**config.mk**
```make
export PLATFORM = sky130hd
export DESIGN_NAME = button_press_classifier_flat
export DESIGN_NICKNAME = d
export VERILOG_FILES = /design/src/hw/rtl/bpc_pkg.sv /design/src/hw/rtl/bpc_in_if.sv /design/src/hw/rtl/bpc_out_if.sv /design/src/hw/rtl/bpc_cfg_if.sv /design/src/hw/rtl/bpc_step.sv /design/src/hw/rtl/bpc_cfg_regs.sv /design/src/hw/rtl/bpc_datapath.sv /design/src/hw/rtl/button_press_classifier.sv /design/src/flat_wrapper.sv
export SDC_FILE = /design/constraint.sdc
export NUM_CORES = 1
export LEC_CHECK = 0
export BUFFER_PORTS_ARGS = -buffer_cell sky130_fd_sc_hd__buf_2
export CAP_MARGIN = 30
export CORE_ASPECT_RATIO = 0.6
export CORE_UTILIZATION = 40
export DETAILED_ROUTE_END_ITERATION = 7
export GPL_TIMING_DRIVEN = 0
export PLACE_DENSITY = 0.64
export SETUP_SLACK_MARGIN = 0.5
export SLEW_MARGIN = 20
export SYNTH_ARGS = -nofsm -noshare
export SYNTH_HDL_FRONTEND = slang
export SYNTH_SLANG_ARGS = --single-unit
```
**constraint.sdc**
```tcl
create_clock -name clk -period 15.7 [get_ports clk]
set_clock_uncertainty 0.05 [all_clocks]
set_input_delay 0.785 -clock clk [delete_from_list [all_inputs] [get_ports clk]]
set_output_delay 0.785 -clock clk [all_outputs]
set_load 0.1 [all_outputs]
```
**src/hw/rtl/bpc_pkg.sv**
```systemverilog
// bpc_pkg: types and constants shared by the button press classifier
// modes, configuration register indexes, item, result and settings structs
// no dependencies
`timescale 1ns / 1ps

package bpc_pkg;

  localparam int unsigned CfgIdxW = 3;
  localparam int unsigned TimeW   = 32;

  typedef logic [CfgIdxW-1:0] cfg_idx_t;
  typedef logic [TimeW-1:0]   ms_t;

  localparam cfg_idx_t CFG_ACTIVE_LOW   = 3'd0;
  localparam cfg_idx_t CFG_DEBOUNCE_MS  = 3'd1;
  localparam cfg_idx_t CFG_HOLD_MS      = 3'd2;
  localparam cfg_idx_t CFG_LONG_HOLD_MS = 3'd3;
  localparam cfg_idx_t CFG_IDLE_MS      = 3'd4;

  localparam ms_t RST_DEBOUNCE_MS  = 32'd50;
  localparam ms_t RST_HOLD_MS      = 32'd500;
  localparam ms_t RST_LONG_HOLD_MS = 32'd2000;
  localparam ms_t RST_IDLE_MS      = 32'd10000;

  typedef enum logic [2:0] {
    MODE_IDLE     = 3'd0,
    MODE_PRECLICK = 3'd1,
    MODE_CLICK    = 3'd2,
    MODE_HOLD     = 3'd3,
    MODE_LONGHOLD = 3'd4,
    MODE_FORCED   = 3'd5
  } mode_t;

  typedef struct packed {
    logic active_low;
    ms_t  debounce_ms;
    ms_t  hold_ms;
    ms_t  long_hold_ms;
    ms_t  idle_ms;
  } cfg_t;

  typedef struct packed {
    logic pin_level;
    ms_t  now_ms;
  } item_t;

  typedef struct packed {
    mode_t button_mode;
    logic  click_began;
    logic  hold_began;
    logic  long_hold_began;
    logic  click_ended;
    logic  hold_ended;
    logic  long_hold_ended;
    logic  forced_idle_ended;
  } result_t;

  typedef struct packed {
    mode_t mode;
    ms_t   press_time;
  } press_state_t;

endpackage

```
**src/hw/rtl/bpc_in_if.sv**
```systemverilog
// bpc_in_if: poll channel, valid/ready handshake with pin level and time
// no dependencies
`timescale 1ns / 1ps

interface bpc_in_if;
  logic            valid;
  logic            ready;
  logic            pin_level;
  logic [31:0]     now_ms;

  modport source (output valid, output pin_level, output now_ms, input ready);
  modport sink   (input valid, input pin_level, input now_ms, output ready);
endinterface

```
**src/hw/rtl/bpc_out_if.sv**
```systemverilog
// bpc_out_if: result channel, valid/ready handshake with mode and event pulses
// no dependencies
`timescale 1ns / 1ps

interface bpc_out_if;
  logic       valid;
  logic       ready;
  logic [2:0] button_mode;
  logic       click_began;
  logic       hold_began;
  logic       long_hold_began;
  logic       click_ended;
  logic       hold_ended;
  logic       long_hold_ended;
  logic       forced_idle_ended;

  modport source (
    output valid, output button_mode, output click_began, output hold_began,
    output long_hold_began, output click_ended, output hold_ended,
    output long_hold_ended, output forced_idle_ended, input ready
  );
  modport sink (
    input valid, input button_mode, input click_began, input hold_began,
    input long_hold_began, input click_ended, input hold_ended,
    input long_hold_ended, input forced_idle_ended, output ready
  );
endinterface

```
**src/hw/rtl/bpc_cfg_if.sv**
```systemverilog
// bpc_cfg_if: configuration write channel, register index and write data
// no dependencies
`timescale 1ns / 1ps

interface bpc_cfg_if;
  logic        valid;
  logic        ready;
  logic [2:0]  index;
  logic [31:0] data;

  modport source (output valid, output index, output data, input ready);
  modport sink   (input valid, input index, input data, output ready);
endinterface

```
**src/hw/rtl/bpc_step.sv**
```systemverilog
// bpc_step: combinational press/release, debounce, hold, long-hold and idle rules
// depends on bpc_pkg
`timescale 1ns / 1ps

module bpc_step (
  input  bpc_pkg::cfg_t         cfg,
  input  bpc_pkg::item_t        item,
  input  bpc_pkg::press_state_t state_cur,
  output bpc_pkg::press_state_t state_nxt,
  output bpc_pkg::result_t      result
);
  import bpc_pkg::*;

  logic  pressed;
  mode_t mode_a;
  ms_t   time_a;
  ms_t   elapsed;
  mode_t mode_b;
  mode_t mode_c;
  mode_t mode_d;
  mode_t mode_e;

  always_comb begin
    pressed = cfg.active_low ? ~item.pin_level : item.pin_level;
    result  = '0;
    mode_a  = state_cur.mode;
    time_a  = state_cur.press_time;

    if (pressed) begin
      if (state_cur.mode == MODE_IDLE) begin
        mode_a = MODE_PRECLICK;
        time_a = item.now_ms;
      end
    end else begin
      mode_a = MODE_IDLE;
      unique case (state_cur.mode)
        MODE_CLICK:    result.click_ended       = 1'b1;
        MODE_HOLD:     result.hold_ended        = 1'b1;
        MODE_LONGHOLD: result.long_hold_ended   = 1'b1;
        MODE_FORCED:   result.forced_idle_ended = 1'b1;
        default: ;
      endcase
    end

    // wrapping difference, rules chained so one poll may advance several modes
    elapsed = item.now_ms - time_a;

    mode_b = mode_a;
    if (elapsed > cfg.debounce_ms && mode_a == MODE_PRECLICK) begin
      mode_b = MODE_CLICK;
      result.click_began = 1'b1;
    end
    mode_c = mode_b;
    if (elapsed > cfg.hold_ms && mode_b == MODE_CLICK) begin
      mode_c = MODE_HOLD;
      result.hold_began = 1'b1;
    end
    mode_d = mode_c;
    if (elapsed > cfg.long_hold_ms && mode_c == MODE_HOLD) begin
      mode_d = MODE_LONGHOLD;
      result.long_hold_began = 1'b1;
    end
    mode_e = mode_d;
    if (elapsed > cfg.idle_ms && mode_d == MODE_LONGHOLD) begin
      mode_e = MODE_FORCED;
    end

    result.button_mode   = mode_e;
    state_nxt.mode       = mode_e;
    state_nxt.press_time = time_a;
  end

endmodule

```
**src/hw/rtl/bpc_cfg_regs.sv**
```systemverilog
// bpc_cfg_regs: configuration registers written over the cfg channel
// depends on bpc_pkg and bpc_cfg_if
`timescale 1ns / 1ps

module bpc_cfg_regs (
  input  logic           clk,
  input  logic           rst_n,
  bpc_cfg_if.sink        cfg_chan,
  output bpc_pkg::cfg_t  cfg
);
  import bpc_pkg::*;

  cfg_t cfg_r;
  cfg_t cfg_nxt;

  assign cfg_chan.ready = 1'b1;
  assign cfg            = cfg_r;

  always_comb begin
    cfg_nxt = cfg_r;
    if (cfg_chan.valid) begin
      unique case (cfg_chan.index)
        CFG_ACTIVE_LOW:   cfg_nxt.active_low   = cfg_chan.data[0];
        CFG_DEBOUNCE_MS:  cfg_nxt.debounce_ms  = cfg_chan.data;
        CFG_HOLD_MS:      cfg_nxt.hold_ms      = cfg_chan.data;
        CFG_LONG_HOLD_MS: cfg_nxt.long_hold_ms = cfg_chan.data;
        CFG_IDLE_MS:      cfg_nxt.idle_ms      = cfg_chan.data;
        default: ;
      endcase
    end
  end

  always_ff @(posedge clk) begin
    if (!rst_n) begin
      cfg_r.active_low   <= 1'b1;
      cfg_r.debounce_ms  <= RST_DEBOUNCE_MS;
      cfg_r.hold_ms      <= RST_HOLD_MS;
      cfg_r.long_hold_ms <= RST_LONG_HOLD_MS;
      cfg_r.idle_ms      <= RST_IDLE_MS;
    end else begin
      cfg_r <= cfg_nxt;
    end
  end

endmodule

```
**src/hw/rtl/bpc_datapath.sv**
```systemverilog
// bpc_datapath: input register, press state, result register and handshakes
// depends on bpc_pkg, bpc_in_if, bpc_out_if and bpc_step
`timescale 1ns / 1ps

module bpc_datapath (
  input  logic          clk,
  input  logic          rst_n,
  input  bpc_pkg::cfg_t cfg,
  bpc_in_if.sink        in_chan,
  bpc_out_if.source     out_chan
);
  import bpc_pkg::*;

  logic         s1_valid_r;
  item_t        s1_item_r;
  press_state_t state_r;
  press_state_t state_nxt;
  logic         out_valid_r;
  result_t      out_res_r;
  result_t      res_nxt;
  logic         out_free;
  logic         s1_move;
  logic         in_beat;

  // result slot frees when empty or taken this cycle
  assign out_free      = ~out_valid_r | out_chan.ready;
  assign s1_move       = s1_valid_r & out_free;
  assign in_chan.ready = ~s1_valid_r | s1_move;
  assign in_beat       = in_chan.valid & in_chan.ready;

  bpc_step u_step (
    .cfg       (cfg),
    .item      (s1_item_r),
    .state_cur (state_r),
    .state_nxt (state_nxt),
    .result    (res_nxt)
  );

  always_ff @(posedge clk) begin
    if (!rst_n) begin
      s1_valid_r       <= 1'b0;
      out_valid_r      <= 1'b0;
      state_r.mode       <= MODE_IDLE;
      state_r.press_time <= '0;
    end else begin
      if (in_chan.ready) begin
        s1_valid_r <= in_chan.valid;
      end
      if (out_free) begin
        out_valid_r <= s1_valid_r;
      end
      if (s1_move) begin
        state_r <= state_nxt;
      end
    end
  end

  always_ff @(posedge clk) begin
    if (in_beat) begin
      s1_item_r.pin_level <= in_chan.pin_level;
      s1_item_r.now_ms    <= in_chan.now_ms;
    end
    if (s1_move) begin
      out_res_r <= res_nxt;
    end
  end

  assign out_chan.valid             = out_valid_r;
  assign out_chan.button_mode       = out_res_r.button_mode;
  assign out_chan.click_began       = out_res_r.click_began;
  assign out_chan.hold_began        = out_res_r.hold_began;
  assign out_chan.long_hold_began   = out_res_r.long_hold_began;
  assign out_chan.click_ended       = out_res_r.click_ended;
  assign out_chan.hold_ended        = out_res_r.hold_ended;
  assign out_chan.long_hold_ended   = out_res_r.long_hold_ended;
  assign out_chan.forced_idle_ended = out_res_r.forced_idle_ended;

endmodule

```
**src/hw/rtl/button_press_classifier.sv**
```systemverilog
// button_press_classifier: an accepted poll beat goes through the input register and
// the result register to its result beat on the output; throughput one poll per cycle
// while the output is not stalled, set by the press state update between them.
// synchronous active-low reset: mode idle, press time zero, settings to their
// defaults (active low, 50 / 500 / 2000 / 10000 ms), both pipeline slots empty.
`timescale 1ns / 1ps

module button_press_classifier (
  input  logic      clk,
  input  logic      rst_n,
  bpc_in_if.sink    in_chan,
  bpc_out_if.source out_chan,
  bpc_cfg_if.sink   cfg_chan
);
  import bpc_pkg::*;

  cfg_t cfg;

  bpc_cfg_regs u_cfg_regs (
    .clk      (clk),
    .rst_n    (rst_n),
    .cfg_chan (cfg_chan),
    .cfg      (cfg)
  );

  bpc_datapath u_datapath (
    .clk      (clk),
    .rst_n    (rst_n),
    .cfg      (cfg),
    .in_chan  (in_chan),
    .out_chan (out_chan)
  );

endmodule

```
**src/flat_wrapper.sv**
```systemverilog
// flat-port wrapper written by rule: the top's interface ports become plain ports
module button_press_classifier_flat import bpc_pkg::*;
  (clk, rst_n, in_chan_valid, in_chan_pin_level, in_chan_now_ms, in_chan_ready, out_chan_valid, out_chan_button_mode, out_chan_click_began, out_chan_hold_began, out_chan_long_hold_began, out_chan_click_ended, out_chan_hold_ended, out_chan_long_hold_ended, out_chan_forced_idle_ended, out_chan_ready, cfg_chan_valid, cfg_chan_index, cfg_chan_data, cfg_chan_ready);
  bpc_in_if in_chan_i ();
  bpc_out_if out_chan_i ();
  bpc_cfg_if cfg_chan_i ();
  input  logic clk;
  input  logic rst_n;
  input wire logic [$bits(in_chan_i.valid)-1:0] in_chan_valid;
  input wire logic [$bits(in_chan_i.pin_level)-1:0] in_chan_pin_level;
  input wire logic [$bits(in_chan_i.now_ms)-1:0] in_chan_now_ms;
  output wire logic [$bits(in_chan_i.ready)-1:0] in_chan_ready;
  output wire logic [$bits(out_chan_i.valid)-1:0] out_chan_valid;
  output wire logic [$bits(out_chan_i.button_mode)-1:0] out_chan_button_mode;
  output wire logic [$bits(out_chan_i.click_began)-1:0] out_chan_click_began;
  output wire logic [$bits(out_chan_i.hold_began)-1:0] out_chan_hold_began;
  output wire logic [$bits(out_chan_i.long_hold_began)-1:0] out_chan_long_hold_began;
  output wire logic [$bits(out_chan_i.click_ended)-1:0] out_chan_click_ended;
  output wire logic [$bits(out_chan_i.hold_ended)-1:0] out_chan_hold_ended;
  output wire logic [$bits(out_chan_i.long_hold_ended)-1:0] out_chan_long_hold_ended;
  output wire logic [$bits(out_chan_i.forced_idle_ended)-1:0] out_chan_forced_idle_ended;
  input wire logic [$bits(out_chan_i.ready)-1:0] out_chan_ready;
  input wire logic [$bits(cfg_chan_i.valid)-1:0] cfg_chan_valid;
  input wire logic [$bits(cfg_chan_i.index)-1:0] cfg_chan_index;
  input wire logic [$bits(cfg_chan_i.data)-1:0] cfg_chan_data;
  output wire logic [$bits(cfg_chan_i.ready)-1:0] cfg_chan_ready;
  assign in_chan_i.valid = in_chan_valid;
  assign in_chan_i.pin_level = in_chan_pin_level;
  assign in_chan_i.now_ms = in_chan_now_ms;
  assign in_chan_ready = in_chan_i.ready;
  assign out_chan_valid = out_chan_i.valid;
  assign out_chan_button_mode = out_chan_i.button_mode;
  assign out_chan_click_began = out_chan_i.click_began;
  assign out_chan_hold_began = out_chan_i.hold_began;
  assign out_chan_long_hold_began = out_chan_i.long_hold_began;
  assign out_chan_click_ended = out_chan_i.click_ended;
  assign out_chan_hold_ended = out_chan_i.hold_ended;
  assign out_chan_long_hold_ended = out_chan_i.long_hold_ended;
  assign out_chan_forced_idle_ended = out_chan_i.forced_idle_ended;
  assign out_chan_i.ready = out_chan_ready;
  assign cfg_chan_i.valid = cfg_chan_valid;
  assign cfg_chan_i.index = cfg_chan_index;
  assign cfg_chan_i.data = cfg_chan_data;
  assign cfg_chan_ready = cfg_chan_i.ready;
  button_press_classifier u_core (.clk(clk), .rst_n(rst_n), .in_chan(in_chan_i), .out_chan(out_chan_i), .cfg_chan(cfg_chan_i));
endmodule
```
# ---- Word-level counts from Yosys, hierarchy flattened
# Cells that the tools add are included.
dict set report op_classes {
  n_addsub 1
  n_lt_le_gt_ge 4
  n_eq_ne 12
  mux 16
  n_bitwise 7
  n_reduce_logical 11
}
# op n
set ops {}
lappend ops {{32-bit > comparator} 4}
lappend ops {{32-bit 2-to-1 mux} 2}
lappend ops {{32-bit subtractor} 1}
lappend ops {{3-bit by 2-bit equality test with 1-bit output, second input constant} 6}
lappend ops {{3-bit 2-to-1 mux} 6}
lappend ops {{3-bit equality test, second input constant} 4}
lappend ops {{2-bit AND reduction} 5}
lappend ops {{1-bit 2-to-1 mux} 8}
lappend ops {{3-bit by 1-bit equality test with 1-bit output, second input constant} 2}
lappend ops {{3-bit zero test} 2}
lappend ops {{1-bit logical AND} 4}
lappend ops {{1-bit NOT} 3}
lappend ops {{1-bit AND} 2}
lappend ops {{1-bit OR} 2}
dict set report word_totals {
  ff_bits 209
  input_bits 73
  output_inout_bits 13
  word_cells 70
}

# ---- Logic depth before layout (Yosys ltp)
# Gate-level depths: netlist (run 1).
dict set report depth {
  ltp_word 16
  depth_mapped 27
}

# ---- Cells and area by module
# Synthesis (run 1) repeated with hierarchy kept, for this count alone.
dict set report hier_totals {
  hier_cells 1517
  hier_area_um2 13362.8
}
# mod instances cells_each area_per_inst_um2
set by_module_without_submodules {}
lappend by_module_without_submodules {bpc_step 1 840 5621.6}
lappend by_module_without_submodules {bpc_cfg_regs 1 473 4953.5}
lappend by_module_without_submodules {bpc_datapath 1 204 2787.7}

# ---- Least setup slack after synthesis (run 1)
# No wires, ideal clock.
dict set report synth_path {
  path_type {reg2reg}
  from {register u_core.u_datapath.state_r[34] (netlist name)}
  to {register u_core.u_datapath.state_r[33] (netlist name)}
  arrival_ns 6.088
  required_time_ns 15.535
  path_slack_ns 9.447
  stages_incl_launch_ff 25
  synth_period_minus_slack_ns 6.253
  cell_sequence {dfxtp_1 -> buf_6 -> or3_4 -> nor2_1 -> buf_1 -> clkbuf_1 -> mux2i_1 -> ha_1 -> nand4_1 -> o31ai_4 -> a21o_1 -> a31oi_2 -> or4b_1 -> nand3_1 -> xor2_1 -> ha_1 -> nand4_1 -> nor3_1 -> a221oi_1 -> o21ai_1 -> and2_1 -> or3_1 -> a2111oi_4 -> o21ai_1 -> and2_1}
}
dict set report synth_via {
  elab_chain_cells 16
  word_cells_on_any_way 22
  classes_between {add/sub (1); order compare (4); eq/ne (4); mux (8); reduce/logical (5)}
}
# element line_no
set synth_lines {}
lappend synth_lines {{from (decl)} bpc_datapath.sv:16} ;# press_state_t state_r;
lappend synth_lines {{from (signal assigned)} bpc_datapath.sv:53} ;# state_r <= state_nxt;
lappend synth_lines {{3-bit zero test} bpc_step.sv:30} ;# if (state_cur.mode == MODE_IDLE) begin
lappend synth_lines {{32-bit 2-to-1 mux} bpc_step.sv:30}
lappend synth_lines {{32-bit 2-to-1 mux} bpc_step.sv:29} ;# if (pressed) begin
lappend synth_lines {{32-bit subtractor} bpc_step.sv:46} ;# elapsed = item.now_ms - time_a;
lappend synth_lines {{32-bit > comparator} bpc_step.sv:49} ;# if (elapsed > cfg.debounce_ms && mode_a == MODE_PRECLICK) begin
lappend synth_lines {{1-bit logical AND} bpc_step.sv:49}
lappend synth_lines {{3-bit 2-to-1 mux} bpc_step.sv:49}
lappend synth_lines {{3-bit by 2-bit equality test with 1-bit output} bpc_step.sv:54} ;# if (elapsed > cfg.hold_ms && mode_b == MODE_CLICK) begin
lappend synth_lines {{1-bit logical AND} bpc_step.sv:54}
lappend synth_lines {{3-bit 2-to-1 mux} bpc_step.sv:54}
lappend synth_lines {{3-bit by 2-bit equality test with 1-bit output} bpc_step.sv:59} ;# if (elapsed > cfg.long_hold_ms && mode_c == MODE_HOLD) begin
lappend synth_lines {{1-bit logical AND} bpc_step.sv:59}
lappend synth_lines {{3-bit 2-to-1 mux} bpc_step.sv:59}
lappend synth_lines {{3-bit equality test} bpc_step.sv:64} ;# if (elapsed > cfg.idle_ms && mode_d == MODE_LONGHOLD) begin
lappend synth_lines {{1-bit logical AND} bpc_step.sv:64}
lappend synth_lines {{3-bit 2-to-1 mux (*)} bpc_step.sv:64}
# Every way passes the cells marked *; elsewhere a longest branch is shown, timed or not.
# A chain may end at the register's enable or synchronous reset.

# ---- Final worst setup path (run 1)
dict set report layout_path {
  from {register u_core.u_datapath.s1_item_r[32] (netlist name)}
  to {register u_core.u_datapath.state_r[33] (netlist name)}
}
dict set report layout_via {
  elab_chain_cells 16
  word_cells_on_any_way 21
  classes_between {add/sub (1); order compare (4); eq/ne (4); mux (7); bitwise (1); reduce/logical (4)}
}
# element line_no
set layout_lines {}
lappend layout_lines {{from (decl)} bpc_datapath.sv:15} ;# item_t s1_item_r;
lappend layout_lines {{1-bit NOT} bpc_step.sv:24} ;# pressed = cfg.active_low ? ~item.pin_level : item.pin_level;
lappend layout_lines {{1-bit 2-to-1 mux (*)} bpc_step.sv:24}
lappend layout_lines {{32-bit 2-to-1 mux} bpc_step.sv:29}
lappend layout_lines {{32-bit subtractor} bpc_step.sv:46}
lappend layout_lines {{32-bit > comparator} bpc_step.sv:49}
lappend layout_lines {{1-bit logical AND} bpc_step.sv:49}
lappend layout_lines {{3-bit 2-to-1 mux} bpc_step.sv:49}
lappend layout_lines {{3-bit by 2-bit equality test with 1-bit output} bpc_step.sv:54}
lappend layout_lines {{1-bit logical AND} bpc_step.sv:54}
lappend layout_lines {{3-bit 2-to-1 mux} bpc_step.sv:54}
lappend layout_lines {{3-bit by 2-bit equality test with 1-bit output} bpc_step.sv:59}
lappend layout_lines {{1-bit logical AND} bpc_step.sv:59}
lappend layout_lines {{3-bit 2-to-1 mux} bpc_step.sv:59}
lappend layout_lines {{3-bit equality test} bpc_step.sv:64}
lappend layout_lines {{1-bit logical AND} bpc_step.sv:64}
lappend layout_lines {{3-bit 2-to-1 mux (*)} bpc_step.sv:64}
# Marked as above.

==> flow_metrics.env, run 1 <==
export IMPL_outcome="complete, no violations"
export IMPL_num_rows=50
export IMPL_wirelength_um=36800
export IMPL_slew_headroom_pct=31.7
export IMPL_ff_latch_area_um2=4610
export IMPL_synth_main_ff_cell="dfxtp_1"
export IMPL_finalHoldViolCount=0
export IMPL_htreeDepth=1
export IMPL_yosysTopAreaCell="dfxtp_1"
export IMPL_finalCritPeriodShare_pct=50.9
export IMPL_syn_avg_cell_area_um2=8.54
export IMPL_clock_latency_ns=0.54
export IMPL_die_w_um=232
export IMPL_syn_instance_count=1487
export IMPL_tightest_slew_ns=1.03
export IMPL_switching_share_pct=39.1
export IMPL_drt_iter0_drc=923
export IMPL_synth_most_common_cell="nand2_1"
export IMPL_ys_seq_elements=209
export IMPL_cp_slowest_cell="clkbuf_1"
export IMPL_vias=10800
export IMPL_synthesis_area_um2=12700
export IMPL_endpoint_kind="register"
export IMPL_synth_common_cells="nand2_1, dfxtp_1, ha_1, inv_1, a21boi_0"
export IMPL_power_leakage_nw=5.62
export IMPL_clkPwrFrac_pct=26.5
export IMPL_avgRoutedWirePerCell_um=18.2
export IMPL_grt_ovfl_total=0
export IMPL_path_clk_slew_ns=0.06
export IMPL_ys_types=75
export IMPL_tritoncts="built"
export IMPL_cts_hold_buf=0
export IMPL_fp_coreArea_um2=31200
export IMPL_cts_repair_resized=0
export IMPL_critPathLaunchType="register"
export IMPL_critPathRequiredTime_ns=16.06
export IMPL_vias_per_cell=5.32
export IMPL_drv_cap=0
export IMPL_port_buffers=82
export IMPL_p_switching_uw=729
export IMPL_rsz0062_at_grt="false"
export IMPL_clock_sinks=209
export IMPL_drive_gt1_share_pct=8.07
export IMPL_drcViolationCount=0
export IMPL_p_seq_share_pct=31.4
export IMPL_ys_seq_area_share_pct=36.4
export IMPL_path_cells="xnor2_2, nor2_1, buf_1, clkbuf_1, mux2i_1, ha_1, nand4_1, o31ai_4, a21o_1, a31oi_2, or4b_1, nand3_1, xor2_1, ha_1, nand4_1, nor4_1, a31oi_1, and2_1, or3_1, a2111oi_4, o21ai_1, and2_1"
export IMPL_grt_max_degree=24
export IMPL_cpPeakStageDelay_ns=0.68
export IMPL_grt_pass1_vias=10100
export IMPL_cp_arrival_ns=8.35
export IMPL_crit_path_max_fanout=10
export IMPL_min_path_type="in2reg"
export IMPL_post_cts_repair_setup_buffers=0
export IMPL_synthDominantCellAreaShare_pct=26.2
export IMPL_synth_edf_count=43
export IMPL_die_h_um=140
export IMPL_antennaDiodeCount=0
export IMPL_first_pass_iters=7
export IMPL_place_congestion=0.940
export IMPL_critPathKind="reg2reg"
export IMPL_io_pins=86
export IMPL_grt_pass1_wl_um=57700
export IMPL_internal_power_mw=1.14
export IMPL_p_comb_share_pct=42.0
export IMPL_dp_hpwl_um=29000
export IMPL_setup_viol=0
export IMPL_cts_buffers=22
export IMPL_ant_nets=0
export IMPL_cts_root_buf="clkbuf_16"
export IMPL_finalMaxSlewViolations=0
export IMPL_clk_path_buf_depth=3
export IMPL_die_area_um2=32500
export IMPL_fill_cells=3114
export IMPL_p_per_area_nw_per_um2=130
export IMPL_yosys_warnings=0
export IMPL_fmax_ghz=0.125
export IMPL_setup_tns_ns=0
export IMPL_start_util_pct=40.7
export IMPL_r2r_setup_slack_ns=7.71
export IMPL_synth_async_sr_flop_share_pct=0
export IMPL_layout_area_overhead_vs_synth_pct=12.9
export IMPL_crit_family="simple AND/OR/NAND/NOR gates"
export IMPL_syn_num_nets=1720
export IMPL_antenna_found_initial=0
export IMPL_cp_num_buf_inv=2
export IMPL_utilization_pct=45.9
export IMPL_synth_area_leaders="dfxtp_1, ha_1, edfxtp_1, nand2_1, a21boi_0"
export IMPL_period_needed_ns=7.99
export IMPL_multi_input_area_um2=7290
export IMPL_grt_usage_pct=22.9
export IMPL_peakVddDrop_mv=0.0855
export IMPL_fin_nets=1828
[area by class of cell]
type | instances | share of cell area (%)
clock buffer | 27 | 4.12
buffer | 59 | 1.64
timing repair buffer | 84 | 3.14
clock inverter | 13 | 0.498
sequential | 209 | 32.2
tap | 416 | 3.63
multi-input combinational | 1071 | 50.9
inverter | 148 | 3.88
[worst paths after layout]
kind,startpoint,cells after the start,end
worst max register to register,u_core.u_datapath.s1_item_r[32],22,u_core.u_datapath.state_r[33]
worst min register to register,u_core.u_datapath.state_r[19],2,u_core.u_datapath.state_r[19]
worst max-delay path,u_core.u_datapath.s1_item_r[32],22,u_core.u_datapath.state_r[33]
worst min-delay path,in_chan_now_ms[27],1,u_core.u_datapath.s1_item_r[27]
[power by group through the flow]
| stage | clock (mW) | sequential [mW] | combinational [mW] |
|---|---|---|---|
| after detailed placement | 0 | 0.599 | 0.763 |
| final | 0.495 | 0.587 | 0.784 |
| after CTS | 0.507 | 0.587 | 0.769 |
| after floorplan | 0 | 0.620 | 0.521 |
| after global routing | 0.530 | 0.589 | 0.876 |
| after global placement | 0 | 0.598 | 0.740 |
[sequential cells by signal (all words and copies together) (netlist names)]
register,count
u_core.u_datapath.s1_valid_r,1
u_core.u_datapath.out_chan.long_hold_began,1
u_core.u_datapath.state_r,35
u_core.u_datapath.out_chan.click_began,1
u_core.u_datapath.out_chan.button_mode,3
u_core.u_datapath.out_chan.valid,1
u_core.u_datapath.out_chan.long_hold_ended,1
u_core.u_datapath.out_chan.click_ended,1
u_core.u_datapath.out_chan.hold_ended,1
u_core.u_datapath.out_chan.forced_idle_ended,1
u_core.u_cfg_regs.cfg,129
u_core.u_datapath.s1_item_r,33
u_core.u_datapath.out_chan.hold_began,1
[stage by stage]
stage	cell area [µm²]	total power, mW	setup WS, ns	cells	hold WS [ns]
2_1_floorplan	12700	1.14	9.45	1487	0.393
3_3_place_gp	13600	1.34	7.89	1985	0.401
3_5_place_dp	13700	1.36	7.91	1986	0.406
4_1_cts	14300	1.86	7.82	2026	0.347
5_1_grt	14300	1.99	7.21	2027	0.351
6_report	14300	1.87	7.71	2027	0.370
[routing by layer]
metal | track usage [%] | wire length (µm) | up-vias
met5 | 0 | 0 | -
met4 | 5.30 | 750 | 0
met3 | 3.81 | 2540 | 46
met2 | 31.9 | 14300 | 323
met1 | 36.0 | 19200 | 5041
li1 | - | - | 5370
[logic make-up (layout without fill, tap and decap cells)]
kind of cell             count (synthesis)  count (layout)  synth area share (%)
multiplexers                            29              29                  2.29
buffers and inverters                  207             331                  6.23
AND/OR/NAND/NOR                        472             472                  15.9
XOR/XNOR                                29              29                  2.12
AO/OA/AOI/OAI                          380             380                  21.2
adder cells (fa/ha/maj)                160             160                  15.8
flip-flops                             209             209                  36.4
other                                    1               1                0.0295
[worst register-to-register path: cells and delay by family (launching register included)]
family | cells | cell delay [ns]
flip-flops | 1 | 0.50
adder cells (fa/ha/maj) | 2 | 0.62
AO/OA/AOI/OAI | 6 | 1.74
buffers and inverters | 2 | 1.32
AND/OR/NAND/NOR | 9 | 2.72
multiplexers | 1 | 0.17
XOR/XNOR | 2 | 0.74
[cell usage in the layout (no fill, tap or decap), drive strengths merged, types with 6 or more instances in the layout]
| cell | count |
|---|---|
| a211oi | 6 |
| nand3 | 18 |
| a221oi | 6 |
| nand2b | 7 |
| buf | 93 |
| nor4 | 7 |
| edfxtp | 43 |
| o211ai | 28 |
| ha | 159 |
| clkinv | 12 |
| nor2b | 11 |
| nor3 | 12 |
| clkbuf | 77 |
| a21boi | 132 |
| o21ai | 44 |
| xor2 | 12 |
| nor2 | 34 |
| a21oi | 71 |
| inv | 147 |
| mux2i | 29 |
| nand4 | 29 |
| xnor2 | 17 |
| nand2 | 331 |
| o211a | 11 |
| a21o | 37 |
| o21a | 7 |
| dfxtp | 166 |
Note: power is estimated with default switching activity, not from simulation.
==> run 2, diff against run 1 <==
--- a/config.mk
+++ b/config.mk
@@ -5,6 +5,7 @@
 export SDC_FILE = /design/constraint.sdc
 export NUM_CORES = 1
 export LEC_CHECK = 0
+export ABC_AREA = 1
 export BUFFER_PORTS_ARGS = -buffer_cell sky130_fd_sc_hd__buf_2
 export CAP_MARGIN = 30
 export CORE_ASPECT_RATIO = 0.6
==> constraint.sdc (replaced) <==
create_clock -name clk -period 8.3 [get_ports clk]
set_clock_uncertainty 0.05 [all_clocks]
set_input_delay 0.415 -clock clk [delete_from_list [all_inputs] [get_ports clk]]
set_output_delay 0.415 -clock clk [all_outputs]
set_load 0.1 [all_outputs]
==> run 2 against run 1 <==
Effect of this change: the flow now finishes with violations (design-rule violations); non-clock buffer count grew 13; total power grew 83%; combinational power rose by 65%; utilization increased by 0.88 points; sequential share of layout area up 0.76 points; worst setup slack worse by 5.8 ns; flip-flop and latch count stayed put; sequential power up 89%; die area fell by 4.1%; wire length down 1.2%; critical endpoint is now u_core.u_datapath.out_chan.button_mode[0].
==> flow_metrics.env, run 2 <==
export IMPL_synthDominantCellAreaShare_pct=27.3
export IMPL_power_leakage_nw=6.15
export IMPL_largest_reg_flops=129
export IMPL_crit_path_max_fanout=10
export IMPL_hold_slack_ns=0.0130
export IMPL_cp_num_buf_inv=3
export IMPL_r2r_setup_slack_ns=1.91
export IMPL_path_clk_slew_ns=0.07
export IMPL_fin_nets=1866
export IMPL_syn_avg_cell_area_um2=8.08
export IMPL_synthesis_area_um2=12200
export IMPL_avgRoutedWirePerCell_um=17.7
export IMPL_critPathKind="reg2reg"
export IMPL_synth_common_cells="a21oi_1, inv_1, nand2_1, o21ai_0, dfxtp_1"
export IMPL_die_w_um=227
export IMPL_crit_family="simple AND/OR/NAND/NOR gates"
export IMPL_ys_seq_elements=209
export IMPL_critPathLaunchType="register"
export IMPL_synth_most_common_cell="a21oi_1"
export IMPL_r2r_start="u_core.u_datapath.s1_item_r[32]"
export IMPL_drt_iter0_drc=1183
export IMPL_final_common_cell="a21oi_1"
export IMPL_fill_cells=3014
export IMPL_num_rows=49
export IMPL_ys_seq_area_share_pct=37.9
export IMPL_ys_types=46
export IMPL_setup_viol=0
export IMPL_grt_max_degree=34
export IMPL_fp_coreArea_um2=29900
export IMPL_drive_gt1_share_pct=8.38
export IMPL_hold_start="in_chan_now_ms[8]"
export IMPL_period_needed_ns=6.39
export IMPL_cp_arrival_ns=6.61
export IMPL_vias_per_cell=5.29
export IMPL_grt_ovfl_total=0
export IMPL_place_congestion=0.947
export IMPL_synth_edf_count=43
export IMPL_htreeDepth=1
export IMPL_rsz0062_at_grt="false"
export IMPL_cp_slowest_cell="xor2_1"
export IMPL_grt_pass1_vias=9914
export IMPL_mostFrequentLayoutCells="a21oi_1, inv_1, nand2_1"
export IMPL_synth_area_leaders="dfxtp_1, ha_1, edfxtp_1, a21oi_1, o21ai_0"
export IMPL_start_util_pct=40.6
export IMPL_post_cts_repair_setup_buffers=0
export IMPL_clock_latency_ns=0.54
export IMPL_port_buffers=83
export IMPL_finalHoldViolCount=0
export IMPL_tightest_slew_ns=0.854
export IMPL_cts_root_buf="clkbuf_16"
export IMPL_tritoncts="built"
export IMPL_cts_hold_buf=19
export IMPL_first_pass_iters=7
export IMPL_cts_buffers=22
export IMPL_slew_headroom_pct=42.9
export IMPL_peakVddDrop_mv=0.128
export IMPL_drcViolationCount=2
export IMPL_ant_nets=0
export IMPL_finalCritPeriodShare_pct=77.0
export IMPL_dp_hpwl_um=29000
export IMPL_die_area_um2=31100
export IMPL_io_pins=86
export IMPL_outcome="finished, violations left"
export IMPL_critical_path_startpoint="u_core.u_datapath.s1_item_r[32]"
export IMPL_path_common_cell="nand2_1"
export IMPL_endpoint_kind="register"
export IMPL_critPathRequiredTime_ns=8.52
export IMPL_finalMaxSlewViolations=0
export IMPL_synth_async_sr_flop_share_pct=0
export IMPL_violations="design-rule violations"
export IMPL_clock_sinks=209
export IMPL_fmax_ghz=0.156
export IMPL_grt_pass1_wl_um=56300
export IMPL_vias=10900
export IMPL_syn_num_nets=1739
export IMPL_setup_tns_ns=0
export IMPL_cts_repair_resized=0
export IMPL_layout_area_overhead_vs_synth_pct=15.1
export IMPL_min_path_type="in2reg"
export IMPL_syn_instance_count=1506
export IMPL_yosysTopAreaCell="dfxtp_1"
export IMPL_cpPeakStageDelay_ns=0.58
export IMPL_antennaDiodeCount=0
export IMPL_grt_usage_pct=23.8
export IMPL_die_h_um=137
export IMPL_wirelength_um=36400
export IMPL_clk_path_buf_depth=3
export IMPL_synth_main_ff_cell="dfxtp_1"
export IMPL_yosys_warnings=0
export IMPL_p_per_area_nw_per_um2=244
export IMPL_antenna_found_initial=0
export IMPL_drv_cap=0
## run 2: cell count changes after synthesis, sizes merged, moves of 12 or more
cell	before	now
o21ai	44	174
a21boi	132	2
xnor2	17	5
a21o	37	5
xor2	12	24
a21oi	71	230
nand4	29	15
inv	147	219
nand2	331	199
nor2	34	78
## run 2: worst paths after layout
| check | to | cells after the start |
|---|---|---|
| max reg2reg | u_core.u_datapath.out_chan.button_mode[0] | 34 |
| max | u_core.u_datapath.out_chan.button_mode[0] | 34 |
| min | u_core.u_datapath.s1_item_r[8] | 1 |
| min reg2reg | u_core.u_cfg_regs.cfg[85] | 2 |
## run 2: worst reg2reg max path: cells and delay by family (launching register included)
family,cells,cell delay (ns)
flip-flops,1,0.40
buffers and inverters,3,0.36
XOR/XNOR,1,0.58
adder cells (fa/ha/maj),3,0.97
AND/OR/NAND/NOR,21,2.51
AO/OA/AOI/OAI,6,1.25
## run 2: final cells by class
| class | instances | area, µm² | share of cell area [%] |
|---|---|---|---|
| flip-flops and latches | 209 | 4610 | 33.0 |
| clock buffers | 27 | 601 | 4.29 |
| well taps | 408 | 510 | 3.65 |
| multi-input cells | 1025 | 6520 | 46.6 |
| repair buffers | 103 | 617 | 4.41 |
| clock inverters | 10 | 104 | 0.742 |
| inverters | 219 | 822 | 5.87 |
| plain buffers | 53 | 206 | 1.48 |
## run 2: metal layers
layer | routed length (µm) | up-vias | track usage, % | share of wire [%]
met5 | 0 | - | 0 | 0
met3 | 2690 | 41 | 2.81 | 7.4
li1 | - | 5392 | - | -
met1 | 19100 | 5041 | 38.1 | 53
met4 | 584 | 0 | 4.51 | 1.6
met2 | 14000 | 384 | 33.4 | 38
## run 2: through the flow
stage                     instances  worst slack (ns)  util [%]  power [mW]  cell area (µm²)
after floorplan                1506              3.63         -        2.01            12200
after global routing           2054              1.56      46.8        3.63            14000
after global placement         1997              2.18      43.7        2.35            13100
after detailed placement       1998              2.10      43.8        2.39            13100
final                          2054              1.91      46.8        3.41            14000
after CTS                      2054              2.02      46.8        3.40            14000
## run 2: where the power goes
group          switching [mW]  total, mW  internal [mW]
logic                   0.841       1.29          0.451
registers              0.0213       1.11           1.09
clock network           0.435       1.01          0.574
## run 2: kinds of logic after synthesis
kind of cell / Yosys count / synth area share (%)
flip-flops: 209 / 37.9
adder cells (fa/ha/maj): 160 / 16.5
other: 1 / 0.0308
XOR/XNOR: 29 / 2.09
buffers and inverters: 272 / 8.46
multiplexers: 30 / 2.47
AND/OR/NAND/NOR: 337 / 11.6
AO/OA/AOI/OAI: 468 / 20.8
